==> src/sv/assert_macros.svh <==
// Assertion macros shared by the codec modules.
// Each macro expects a clock named clk and an active-high reset named rst.
`ifndef ASSERT_MACROS_SVH
`define ASSERT_MACROS_SVH

// A property that must hold at every clock edge outside reset.
`define ZVC_ASSERT(lbl, prop, msg) \
  lbl: assert property (@(posedge clk) disable iff (rst) (prop)) else $error(msg);

// An implication checked in the same cycle.
`define ZVC_ASSERT_IMP(lbl, ante, cons, msg) \
  lbl: assert property (@(posedge clk) disable iff (rst) (ante) |-> (cons)) else $error(msg);

// An implication whose consequent is checked in the cycle after the antecedent.
`define ZVC_ASSERT_NEXT(lbl, ante, cons, msg) \
  lbl: assert property (@(posedge clk) disable iff (rst) (ante) |=> (cons)) else $error(msg);

`endif

==> src/sv/zvc_pkg.sv <==
// Shared types and constants of the zig-zag varint codec.
// Used by the controller, the datapath and the top level; depends on nothing.
package zvc_pkg;

  // Operation codes of an input transaction.
  localparam logic OP_ENCODE = 1'b0;
  localparam logic OP_DECODE = 1'b1;

  // Status codes of a result transaction.
  localparam logic [1:0] ST_BYTE     = 2'd0;
  localparam logic [1:0] ST_VALUE    = 2'd1;
  localparam logic [1:0] ST_TRUNC    = 2'd2;
  localparam logic [1:0] ST_OVERLONG = 2'd3;

  // Varint byte layout and length limit.
  localparam logic [7:0] PAYLOAD_MASK = 8'h7F;
  localparam logic [7:0] CONT_BIT     = 8'h80;
  localparam logic [3:0] MAX_BYTES    = 4'd10;

  // Commands from the controller to the datapath.
  typedef struct packed {
    logic enc_load;  // Load the zig-zag mapped value into the shift register.
    logic enc_emit;  // Emit the low group as a result and shift by one group.
    logic dec_step;  // Take one decode byte into the accumulator.
  } zvc_cmd_t;

  // Status from the datapath to the controller.
  typedef struct packed {
    logic enc_final;  // The shift register holds the last group.
    logic dec_done;   // The current decode byte produces a result.
  } zvc_sts_t;

endpackage

==> src/sv/zvc_ctrl.sv <==
// Controller of the zig-zag varint codec: input/output handshake and encode sequencing.
// Depends on zvc_pkg and assert_macros.svh.
`include "assert_macros.svh"

module zvc_ctrl import zvc_pkg::*; (
  input  logic     clk,
  input  logic     rst,
  input  logic     in_valid,
  output logic     in_stall,
  input  logic     operation,
  output logic     out_valid,
  input  logic     out_stall,
  input  zvc_sts_t sts,
  output zvc_cmd_t cmd
);

  typedef enum logic {
    S_IDLE,
    S_ENCODE
  } state_t;

  state_t state, state_next;
  logic   out_valid_next;
  logic   out_free;
  logic   accept;
  logic   out_load;

  // The output register can take a result when empty or being drained.
  assign out_free = !out_valid || !out_stall;
  assign in_stall = !((state == S_IDLE) && out_free);
  assign accept   = in_valid && !in_stall;

  // Commands to the datapath.
  assign cmd.enc_load = accept && (operation == OP_ENCODE);
  assign cmd.dec_step = accept && (operation == OP_DECODE);
  assign cmd.enc_emit = (state == S_ENCODE) && out_free;

  assign out_load = cmd.enc_emit || (cmd.dec_step && sts.dec_done);

  // Next state and output valid.
  always_comb begin
    state_next = state;
    case (state)
      S_IDLE: begin
        if (cmd.enc_load) state_next = S_ENCODE;
      end
      S_ENCODE: begin
        if (cmd.enc_emit && sts.enc_final) state_next = S_IDLE;
      end
      default: state_next = S_IDLE;
    endcase

    if (out_load) begin
      out_valid_next = 1'b1;
    end else if (!out_stall) begin
      out_valid_next = 1'b0;
    end else begin
      out_valid_next = out_valid;
    end
  end

  always_ff @(posedge clk) begin
    if (rst) begin
      state     <= S_IDLE;
      out_valid <= 1'b0;
    end else begin
      state     <= state_next;
      out_valid <= out_valid_next;
    end
  end

  // A result must never overwrite one that is still held by the receiver.
  `ZVC_ASSERT(a_no_overwrite, !(out_load && out_valid && out_stall), "result overwritten")
  // No transaction is taken while an encode is still emitting bytes.
  `ZVC_ASSERT_IMP(a_enc_blocks_input, state == S_ENCODE, in_stall, "input open during encode")
  // Loading an encode always leads to a pending result byte next.
  `ZVC_ASSERT_NEXT(a_enc_starts, cmd.enc_load, state == S_ENCODE, "encode not started")

endmodule

==> src/sv/zvc_datapath.sv <==
// Datapath of the zig-zag varint codec: encode shift register, decode accumulator
// and the output register. Depends on zvc_pkg and assert_macros.svh.
`include "assert_macros.svh"

module zvc_datapath import zvc_pkg::*; (
  input  logic               clk,
  input  logic               rst,
  input  zvc_cmd_t           cmd,
  output zvc_sts_t           sts,
  input  logic signed [63:0] value_in,
  input  logic [7:0]         byte_in,
  input  logic               end_of_buffer,
  output logic [1:0]         status,
  output logic [7:0]         out_byte,
  output logic signed [63:0] decoded_value,
  output logic [3:0]         bytes_used,
  output logic               last
);

  logic [63:0] enc_shift;
  logic [63:0] accumulator;
  logic [3:0]  byte_count;

  logic [63:0] zz_value;
  logic [3:0]  idx;
  logic [6:0]  shamt_wide;
  logic [63:0] acc_new;
  logic [3:0]  used;
  logic        is_cont;
  logic [1:0]  dec_status;
  logic [63:0] dec_value;

  // Zig-zag map of the value to encode.
  assign zz_value = {value_in[62:0], 1'b0} ^ {64{value_in[63]}};

  // The last group is reached when nothing lies above the low seven bits.
  assign sts.enc_final = (enc_shift[63:7] == 57'd0);

  // Decode: place the payload at seven times the byte index; on the tenth byte
  // only the lowest payload bit lands inside the word.
  assign idx        = (byte_count >= MAX_BYTES) ? (MAX_BYTES - 4'd1) : byte_count;
  assign shamt_wide = {idx, 3'b000} - {3'b000, idx};
  assign acc_new    = accumulator | ({57'd0, byte_in[6:0] & PAYLOAD_MASK[6:0]} << shamt_wide[5:0]);
  assign used       = idx + 4'd1;
  assign is_cont    = ((byte_in & CONT_BIT) != 8'd0);
  assign sts.dec_done = !is_cont || (used >= MAX_BYTES) || end_of_buffer;

  // Classify the decode result and undo the zig-zag map.
  always_comb begin
    dec_value = 64'd0;
    if (!is_cont) begin
      dec_status = ST_VALUE;
      dec_value  = {1'b0, acc_new[63:1]} ^ {64{acc_new[0]}};
    end else if (used >= MAX_BYTES) begin
      dec_status = ST_OVERLONG;
    end else begin
      dec_status = ST_TRUNC;
    end
  end

  // Encode shift register.
  always_ff @(posedge clk) begin
    if (cmd.enc_load) begin
      enc_shift <= zz_value;
    end else if (cmd.enc_emit) begin
      enc_shift <= {7'd0, enc_shift[63:7]};
    end
  end

  // Decode state.
  always_ff @(posedge clk) begin
    if (rst) begin
      accumulator <= 64'd0;
      byte_count  <= 4'd0;
    end else if (cmd.dec_step) begin
      if (sts.dec_done) begin
        accumulator <= 64'd0;
        byte_count  <= 4'd0;
      end else begin
        accumulator <= acc_new;
        byte_count  <= used;
      end
    end
  end

  // Output register.
  always_ff @(posedge clk) begin
    if (cmd.enc_emit) begin
      status        <= ST_BYTE;
      out_byte      <= sts.enc_final ? {1'b0, enc_shift[6:0]}
                                     : (CONT_BIT | {1'b0, enc_shift[6:0]});
      decoded_value <= 64'sd0;
      bytes_used    <= 4'd0;
      last          <= sts.enc_final;
    end else if (cmd.dec_step && sts.dec_done) begin
      status        <= dec_status;
      out_byte      <= 8'd0;
      decoded_value <= dec_value;
      bytes_used    <= used;
      last          <= 1'b1;
    end
  end

  // A number in progress never holds ten bytes.
  `ZVC_ASSERT(a_count_range, byte_count < MAX_BYTES, "byte count out of range")
  // A finished decode leaves the accumulator clear.
  `ZVC_ASSERT_NEXT(a_dec_clear, cmd.dec_step && sts.dec_done, accumulator == 64'd0, "accumulator not cleared")
  // Encode and decode never run in the same cycle.
  `ZVC_ASSERT(a_one_op, !(cmd.enc_emit && cmd.dec_step), "encode and decode overlap")

endmodule

==> src/sv/zigzag_varint_codec_unit.sv <==
// Zig-zag varint codec for 64-bit values (one input channel, one result channel).
// Transactions use valid/stall on both sides; a transaction completes when valid is
// high and stall is low at a rising edge of clk.
// Encode (operation 0) takes value_in and returns 1 to 10 byte results, low group
// first, one per cycle while the receiver does not stall; the last carries last = 1.
// The input is stalled until the final byte has been loaded into the output register,
// so an encode occupies the block from its acceptance until all of its bytes have been
// emitted, including any time in which the receiver stalls.
// Decode (operation 1) takes one byte per cycle unless the input stalls; a terminating
// byte, a continuation byte with end_of_buffer, or a tenth byte gives one result in
// the next cycle. Other decode bytes give no result. Encodes may sit between bytes of
// one decode. The output register is a single stage: while the receiver stalls a held
// result, the input side stalls too.
// Synchronous reset (rst) empties the output register, returns to idle and clears
// the decode accumulator and byte count. No clearing pass is needed.
// Depends on zvc_pkg, zvc_ctrl and zvc_datapath.
module zigzag_varint_codec_unit import zvc_pkg::*; (
  input  logic               clk,
  input  logic               rst,
  input  logic               in_valid,
  output logic               in_stall,
  input  logic               operation,
  input  logic signed [63:0] value_in,
  input  logic [7:0]         byte_in,
  input  logic               end_of_buffer,
  output logic               out_valid,
  input  logic               out_stall,
  output logic [1:0]         status,
  output logic [7:0]         out_byte,
  output logic signed [63:0] decoded_value,
  output logic [3:0]         bytes_used,
  output logic               last
);

  zvc_cmd_t cmd;
  zvc_sts_t sts;

  // Handshake and encode sequencing.
  zvc_ctrl u_ctrl (
    .clk       (clk),
    .rst       (rst),
    .in_valid  (in_valid),
    .in_stall  (in_stall),
    .operation (operation),
    .out_valid (out_valid),
    .out_stall (out_stall),
    .sts       (sts),
    .cmd       (cmd)
  );

  // Shift register, accumulator and output register.
  zvc_datapath u_datapath (
    .clk           (clk),
    .rst           (rst),
    .cmd           (cmd),
    .sts           (sts),
    .value_in      (value_in),
    .byte_in       (byte_in),
    .end_of_buffer (end_of_buffer),
    .status        (status),
    .out_byte      (out_byte),
    .decoded_value (decoded_value),
    .bytes_used    (bytes_used),
    .last          (last)
  );

endmodule

==> config.mk <==
export PLATFORM = sky130hd
export DESIGN_NAME = zigzag_varint_codec_unit
export DESIGN_NICKNAME = d
export VERILOG_FILES = /design/src/sv/zvc_pkg.sv /design/src/sv/zvc_ctrl.sv /design/src/sv/zvc_datapath.sv /design/src/sv/zigzag_varint_codec_unit.sv
export VERILOG_INCLUDE_DIRS = /design/src /design/src/sv
export SDC_FILE = /design/constraint.sdc
export NUM_CORES = 1
export LEC_CHECK = 0
export ABC_AREA = 1
export ABC_CLOCK_PERIOD_IN_PS = 10500
export BUFFER_PORTS_ARGS = -buffer_cell sky130_fd_sc_hd__buf_2
export CORE_MARGIN = 2
export CORE_UTILIZATION = 30
export DETAILED_ROUTE_END_ITERATION = 7
export PLACE_DENSITY_LB_ADDON = 0.2
export SYNTH_ARGS = -nofsm -noshare
export SYNTH_HDL_FRONTEND = slang
export SYNTH_SLANG_ARGS = --single-unit
==> constraint.sdc <==
create_clock -name clk -period 10.5 [get_ports clk]
set_input_delay 3.15 -clock clk [delete_from_list [all_inputs] [get_ports clk]]
set_output_delay 3.15 -clock clk [all_outputs]
set_load 0.03 [all_outputs]
==> results by group, run 1 <==
Run status
  • Status: finished clean

STA
  • RSZ-0062 raised after global routing: no
  • Worst-Margin Slew: 1.11 ns
  • Slew margin rel.: 25.6%
  • Final-report hold violation count: 0
  • Min Hold Slack: 0.447 ns
  • Min Clock Period, post-route: between 6 and 7 ns
  • Final worst slack: ~3.8 ns
  • Setup TNS Final: 0 ns
  • Period utilization: 64.3%
  • Final Setup Violations: 0
  • Fin. max-slew vios: 0
  • Clk_skew: approximately 0.012 ns
  • Peak Freq: about 150 MHz

Clock network
  • TritonCTS clock tree: built
  • Number of setup buffers added after CTS: 0
  • Hold buffers post-CTS: 0
  • Clock latency on the worst-skew pair: 0.53 ns
  • Total clock sinks: roughly 210
  • Cts repair resizes: 0
  • CTS buffer count: 25
  • H-tree depth: 1
  • Clock root buffer: clkbuf_16
  • Reg clk slew, reported paths: 0.06 ns
  • Maximum clock path buffer count: 3

Synth
  • Top-count cell post-synth: nand2_1
  • Seq/Total Area, Yosys: between 40% and 50%
  • Unique masters post-synth: 41
  • Synth Area per Inst: around 8 µm²
  • Area share of the largest cell type after synthesis: 26.6%
  • Post-Synthesis Cell Area: ~0.011 mm²
  • Post-synth EDFFs: 73
  • Commonest cells in the netlist: nand2_1, nand3_1, dfxtp_1, inv_1, o21ai_0
  • Synth warnings: 0
  • Syn Inst Count: between 1,000 and 1,500
  • Fraction of registers with async set/reset: 0%
  • Cell taking the most area after synthesis: dfxtp_1
  • Net count after synthesis: ~1,400
  • Flops & latches, synth: around 210
  • Most common flop cell mapped by yosys: dfxtp_1
  • Top post-synthesis cells by area: dfxtp_1, edfxtp_1, nand2_1

Critical path
  • RR Startpoint: u_datapath.byte_count[2]
  • R2R Setup Slk: approximately 5.6 ns
  • CP Launch Type: input pin
  • Worst path arrival time: between 3 and 4 ns
  • Crit-path max FO: 4
  • R2r worst-path depth: 13
  • Critical Path End Type: output pin
  • Req. time, crit path: about 7.4 ns
  • Worst R2R End: u_datapath.decoded_value[50]
  • Setup CP Type: in2out

GRT
  • Global route overflow: 0
  • Initial antenna violation count: 2
  • Largest net degree at the start of global routing: 110
  • First-pass GRT wire length: around 46,000 µm
  • Total GRT Usage: approximately 16%
  • Vias in the first global route: between 8,000 and 9,000

Floorplan
  • Die Wd: 192 µm
  • Total core area: 0.0346 mm²
  • Die height: about 190 µm
  • Die footprint: around 0.037 mm²
  • Initial core utilization: a little under a third
  • # IOs: between 150 and 200
  • Placement Rows: 68

Detailed routing
  • Pre-antenna DRT Iters: 5
  • Routed Antenna Nets: 0
  • WL final: ~30,000 µm
  • Wire per inst: between 15 and 20 µm
  • Via count: ~9,200
  • DRC viols: 0
  • Initial drt markers: between 500 and 600
  • DR vias/cell: ~4.7

Pwr
  • Pleak: ~5.5 nW
  • Pwr Total: 2.25 mW
  • Pwr/cell area: 182 mW/mm²
  • Worst IR Drop VDD: between 0.00009 and 0.0001 V

Finish
  • P&R area growth vs syn: 17.3%
  • Share of cells above drive strength 1: between 10% and 20%
  • Layout net count: ~1,500
  • Non-filler instance count after layout: 1,937
  • ANT cells: 0

Placement
  • GPL Wtd Cong: 0.818
  • DP Worst Slack: 3.75 ns
  • Post-DP HPWL: 19,700 µm
  • Dpl cells: 1,893
  • PortBufs: about 160

Min path
  • Hold Path Depth: 2
  • WHS Endpoint: u_datapath.decoded_value[20]
  • Min-delay src: u_datapath.decoded_value[20]
  • Tightest Hold Check Type: reg2reg

Flow run
  • Max-Cap Viols: 0
==> worst max path at each step <==
stage | to | cells past startpoint | slack, ns | startpoint
CTS | in_stall | 4 | 3.75 | out_stall
floorplan | in_stall | 2 | 3.88 | out_stall
detailed placement | in_stall | 4 | 3.75 | out_stall
global placement | in_stall | 4 | 3.77 | out_stall
finish | in_stall | 4 | 3.75 | out_stall
global route | in_stall | 4 | 3.69 | out_stall
==> area by class of cell <==
class,instances,area (µm²)
clock buffers,35,714
inverters,111,422
fillers,3598,22300
well taps,455,569
clock inverters,9,73.8
flip-flops and latches,213,4990
multi-input cells,948,4750
repair buffers,166,853
==> registers in the layout, summed over array words and instances (netlist names) <==
signal and count:
u_datapath.status 2, u_datapath.out_byte 8, u_datapath.decoded_value 64, u_datapath.accumulator 64
u_datapath.enc_shift 64, u_ctrl.state 1, u_datapath.bytes_used 4, u_datapath.last 1
u_datapath.byte_count 4, u_ctrl.out_valid 1
==> layer usage <==
layer	GRT usage, %	wire, µm	part of all wire [%]
met5	0	27	0.091
met4	3.73	545	1.8
met2	25.0	13200	45
met1	22.0	14000	47
met3	3.71	1890	6.4
==> cells in the final DEF (no fill, tap or decap), types with 5 or more instances in the layout <==
cell	instances
a21oi_1	69
buf_2	157
buf_4	9
clkbuf_16	25
clkbuf_8	5
clkinv_2	7
dfxtp_1	140
edfxtp_1	73
inv_1	102
inv_2	7
nand2_1	356
nand2_2	8
nand3_1	189
nand4_1	39
nor2_1	36
nor4_1	14
o211ai_1	6
o21ai_0	75
o21ai_1	60
xnor2_1	57
xor2_1	8
==> cell families after synthesis <==
kind of cell / after synthesis / share of synthesized area, %
and+or+nand+nor: 660 / 28.1
xor gates and xnor gates: 65 / 5.40
AOI/OAI and AO/OA: 219 / 11.0
DFF: 213 / 47.3
adders and majority gates: 4 / 0.474
buffers and inverters: 188 / 7.72
==> critical path, cell delays in order <==
cell and delay, ns:
buf_2 0.09, nand2_1 0.12, nand2_1 0.06, buf_2 0.17
==> metrics by stage <==
stage / util (%) / instance area, µm²
after detailed placement: 33.5 / 11600
after floorplan: - / 10600
after global placement: 33.5 / 11600
after global routing: 35.7 / 12400
after CTS: 35.7 / 12400
final: 35.7 / 12400
==> power breakdown <==
group          total [mW]  switching (mW)  internal [mW]
logic               0.442           0.317          0.125
clock network       0.842           0.346          0.496
registers           0.968          0.0337          0.935
No activity file was read; power rests on OpenSTA's default activity.
==> run 2: changes to the inputs <==
--- a/config.mk
+++ b/config.mk
@@ -6,8 +6,8 @@
 export SDC_FILE = /design/constraint.sdc
 export NUM_CORES = 1
 export LEC_CHECK = 0
-export ABC_AREA = 1
-export ABC_CLOCK_PERIOD_IN_PS = 10500
+export ABC_AREA = 0
+export ABC_CLOCK_PERIOD_IN_PS = 6700
 export BUFFER_PORTS_ARGS = -buffer_cell sky130_fd_sc_hd__buf_2
 export CORE_MARGIN = 2
 export CORE_UTILIZATION = 30
==> constraint.sdc (replaced) <==
create_clock -name clk -period 6.7 [get_ports clk]
set_input_delay 2.01 -clock clk [delete_from_list [all_inputs] [get_ports clk]]
set_output_delay 2.01 -clock clk [all_outputs]
set_load 0.03 [all_outputs]
==> results by group, run 2 <==
Synth
  • Unique masters post-synth: 69 (was 41)
  • Most common flop cell mapped by yosys: dfxtp_1 (unchanged)
  • Net count after synthesis: 1,127 (was 1,431)
  • Post-synth EDFFs: 73 (unchanged)
  • Fraction of registers with async set/reset: 0% (unchanged)
  • Area share of the largest cell type after synthesis: 28.1% (was 26.6%)
  • Syn Inst Count: 1,045 (was 1,349)
  • Post-Synthesis Cell Area: 0.00997 mm² (was 0.0106 mm²)
  • Top-count cell post-synth: dfxtp_1 (was nand2_1)
  • Top post-synthesis cells by area: dfxtp_1, edfxtp_1, xnor2_1 (was dfxtp_1, edfxtp_1, nand2_1)
  • Seq/Total Area, Yosys: 50.1% (was 47.3%)
  • Commonest cells in the netlist: dfxtp_1, nor2_1, nand2_1, o21ai_0, edfxtp_1 (was nand2_1, nand3_1, dfxtp_1, inv_1, o21ai_0)
  • Synth Area per Inst: 9.54 µm² (was 7.82 µm²)
  • Synth warnings: 0 (unchanged)
  • Cell taking the most area after synthesis: dfxtp_1 (unchanged)
  • Flops & latches, synth: 213 (unchanged)

GRT
  • Vias in the first global route: 7,676 (was 8,484)
  • Largest net degree at the start of global routing: 73 (was 110)
  • Total GRT Usage: 16.5% (was 15.9%)
  • Initial antenna violation count: 1 (was 2)
  • First-pass GRT wire length: 44,800 µm (was 46,300 µm)
  • Global route overflow: 0 (unchanged)

Floorplan
  • Placement Rows: 66 (was 68)
  • Die footprint: 0.0347 mm² (was 0.0367 mm²)
  • Total core area: 0.0326 mm² (was 0.0346 mm²)
  • Die Wd: 186 µm (was 192 µm)
  • # IOs: 159 (unchanged)
  • Initial core utilization: 30.6% (was 30.5%)
  • Die height: 186 µm (was 192 µm)

Critical path
  • CP Cell Sequence: o21ai_2 > nand2_1 > inv_1 > ha_1 > nand3b_1 > a221oi_2 > a311oi_2 > a31oi_2 > nand2b_1 > a211o_1 > o211ai_1 (was buf_2 > nand2_1 > nand2_1 > buf_2)
  • Setup CP Type: reg2reg (was in2out)
  • Crit-path max FO: 23 (was 4)
  • Max incr delay on CP: 0.82 ns (was 0.17 ns)
  • Slowest CP cell: dfxtp_1 (was buf_2)
  • Req. time, crit path: 7.14 ns (was 7.35 ns)
  • Buf+Inv Stages, Crit Path: 1 (was 2)
  • Worst path arrival time: 5.53 ns (was 3.60 ns)
  • Delay-heaviest family, CP: compound AO/OA/AOI/OAI gates (was buffers and inverters)
  • Critical Path End Type: register (was output pin)
  • CP Launch Type: register (was input pin)

Clock network
  • Cts repair resizes: 0 (unchanged)
  • Clock latency on the worst-skew pair: 0.53 ns (about the same)
  • Number of setup buffers added after CTS: 0 (unchanged)
  • Total clock sinks: 213 (unchanged)
  • Hold buffers post-CTS: 0 (unchanged)
  • Reg clk slew, reported paths: 0.06 ns (about the same)
  • TritonCTS clock tree: built (unchanged)
  • H-tree depth: 1 (unchanged)
  • CTS buffer count: 25 (unchanged)
  • Clock root buffer: clkbuf_16 (unchanged)
  • Maximum clock path buffer count: 3 (unchanged)

Placement
  • Post-DP HPWL: 20,300 µm (was 19,700 µm)
  • PortBufs: 158 (unchanged)
  • GPL Wtd Cong: 0.850 (was 0.818)

STA
  • Peak Freq: 197 MHz
  • Final-report hold violation count: 0 (unchanged)
  • Setup TNS Final: 0 ns (unchanged)
  • Period utilization: roughly 76%
  • Clk_skew: 0.0193 ns (was 0.0124 ns)
  • Fin. max-slew vios: 0 (unchanged)
  • RSZ-0062 raised after global routing: no (unchanged)
  • Final Setup Violations: 0 (unchanged)
  • Min Clock Period, post-route: between 5 and 6 ns
  • Worst-Margin Slew: 1.04 ns (was 1.11 ns)
  • Slew margin rel.: 30.9% (was 25.6%)

Detailed routing
  • Via count: 8,222 (was 9,190)
  • DRC viols: 0 (unchanged)
  • Routed Antenna Nets: 0 (unchanged)
  • Pre-antenna DRT Iters: 5 (unchanged)
  • DR vias/cell: 5.06 (was 4.74)
  • Wire per inst: 18.0 µm (was 15.3 µm)
  • Initial drt markers: 683 (was 577)
  • WL final: 29,200 µm (was 29,600 µm)

Finish
  • Most common cell after layout, fill and taps aside: buf_2 (was nand2_1)
  • Largest regs: u_datapath.accumulator x64, u_datapath.decoded_value x64, u_datapath.enc_shift x64 (unchanged)
  • Fillers: 3,342 (was 3,598)
  • Most frequent cells in the layout: buf_2, dfxtp_1, nor2_1 (was nand2_1, nand3_1, buf_2)
  • Share of cells above drive strength 1: 20.0% (was 16.1%)
  • Final Util: 36.5% (was 35.7%)
  • P&R area growth vs syn: 19.3% (was 17.3%)
  • Layout net count: 1,248 (was 1,547)
  • ANT cells: 0 (unchanged)

Pwr
  • Pwr/cell area: 297 mW/mm² (was 182 mW/mm²)
  • Pleak: 4.64 nW (was 5.45 nW)
  • Worst IR Drop VDD: 0.000160 V (was 0.0000983 V)

Run status
  • Status: finished clean (unchanged)

Min path
  • Tightest Hold Check Type: reg2reg (unchanged)

Flow run
  • Max-Cap Viols: 0 (unchanged)
==> run 2: changes by cell type after synthesis, sizes merged, moves of 9 or more <==
| cell | previous run | this run |
|---|---|---|
| and3 | 0 | 12 |
| o211a | 2 | 12 |
| nand2 | 367 | 111 |
| nand3 | 191 | 9 |
| a221oi | 0 | 9 |
| inv | 111 | 12 |
| buf | 48 | 38 |
| a221o | 0 | 51 |
| nor2 | 41 | 125 |
| a31oi | 1 | 25 |
| nand4 | 39 | 3 |
| o21ai | 136 | 82 |
| xnor2 | 57 | 72 |
| nor3 | 2 | 39 |
==> run 2: cell families (layout without fill, tap and decap cells) <==
kind of cell / after synthesis / after routing / share of synthesized area (%)
buffers and inverters: 84 / 222 / 3.73
and+or+nand+nor: 351 / 351 / 15.9
AOI/OAI and AO/OA: 309 / 309 / 21.6
adders and majority gates: 4 / 4 / 0.502
muxes: 8 / 8 / 1.22
DFF: 213 / 213 / 50.1
xor gates and xnor gates: 76 / 76 / 6.90
==> run 2: routing by layer <==
| layer | part of all wire [%] | track usage [%] |
|---|---|---|
| met5 | 0.045 | 0 |
| met1 | 48 | 23.9 |
| met4 | 1.7 | 3.50 |
| met3 | 4.8 | 2.45 |
| met2 | 45 | 25.9 |
==> run 2: power breakdown <==
| part | internal, mW | switching (mW) | total (mW) | leakage [nW] |
|---|---|---|---|---|
| registers | 1.48 | 0.0653 | 1.54 | 1.84 |
| logic | 0.200 | 0.425 | 0.625 | 2.40 |
| clock network | 0.813 | 0.552 | 1.37 | 0.403 |
==> run 2: metrics by stage <==
step                      power [mW]  setup WS, ns  cell area, µm²  cells  hold slack [ns]
after floorplan                 1.99          2.02            9970   1045            0.437
after global placement          2.20          1.83           11100   1581            0.439
after detailed placement        2.20          1.62           11100   1581            0.444
after CTS                       3.58          1.58           11900   1625            0.455
after global routing            3.69          1.05           11900   1625            0.475
final                           3.53          1.61           11900   1625            0.450
==> run 2: layout make-up <==
cell class	instances	area [µm²]	share of cell area (%)
tap	442	553	4.65
sequential	213	4990	42.0
clock inverter	13	125	1.05
clock buffer	31	698	5.87
timing repair buffer	166	853	7.18
inverter	12	45.0	0.379
multi-input combinational	748	4620	38.9
==> run 2: tightest hold or removal path, stage by stage, from the launching register on <==
cell and delay [ns]:
dfxtp_1 0.31, nand2_1 0.05, o21ai_1 0.05
==> run 2: worst paths after layout <==
path,cells after the start,endpoint,slack [ns],startpoint
setup / recovery,11,u_datapath.decoded_value[59],1.61,u_datapath.byte_count[2]
hold / removal,2,u_datapath.decoded_value[55],0.45,u_datapath.decoded_value[55]
hold reg to reg,2,u_datapath.decoded_value[55],0.45,u_datapath.decoded_value[55]
setup reg to reg,11,u_datapath.decoded_value[59],1.61,u_datapath.byte_count[2]
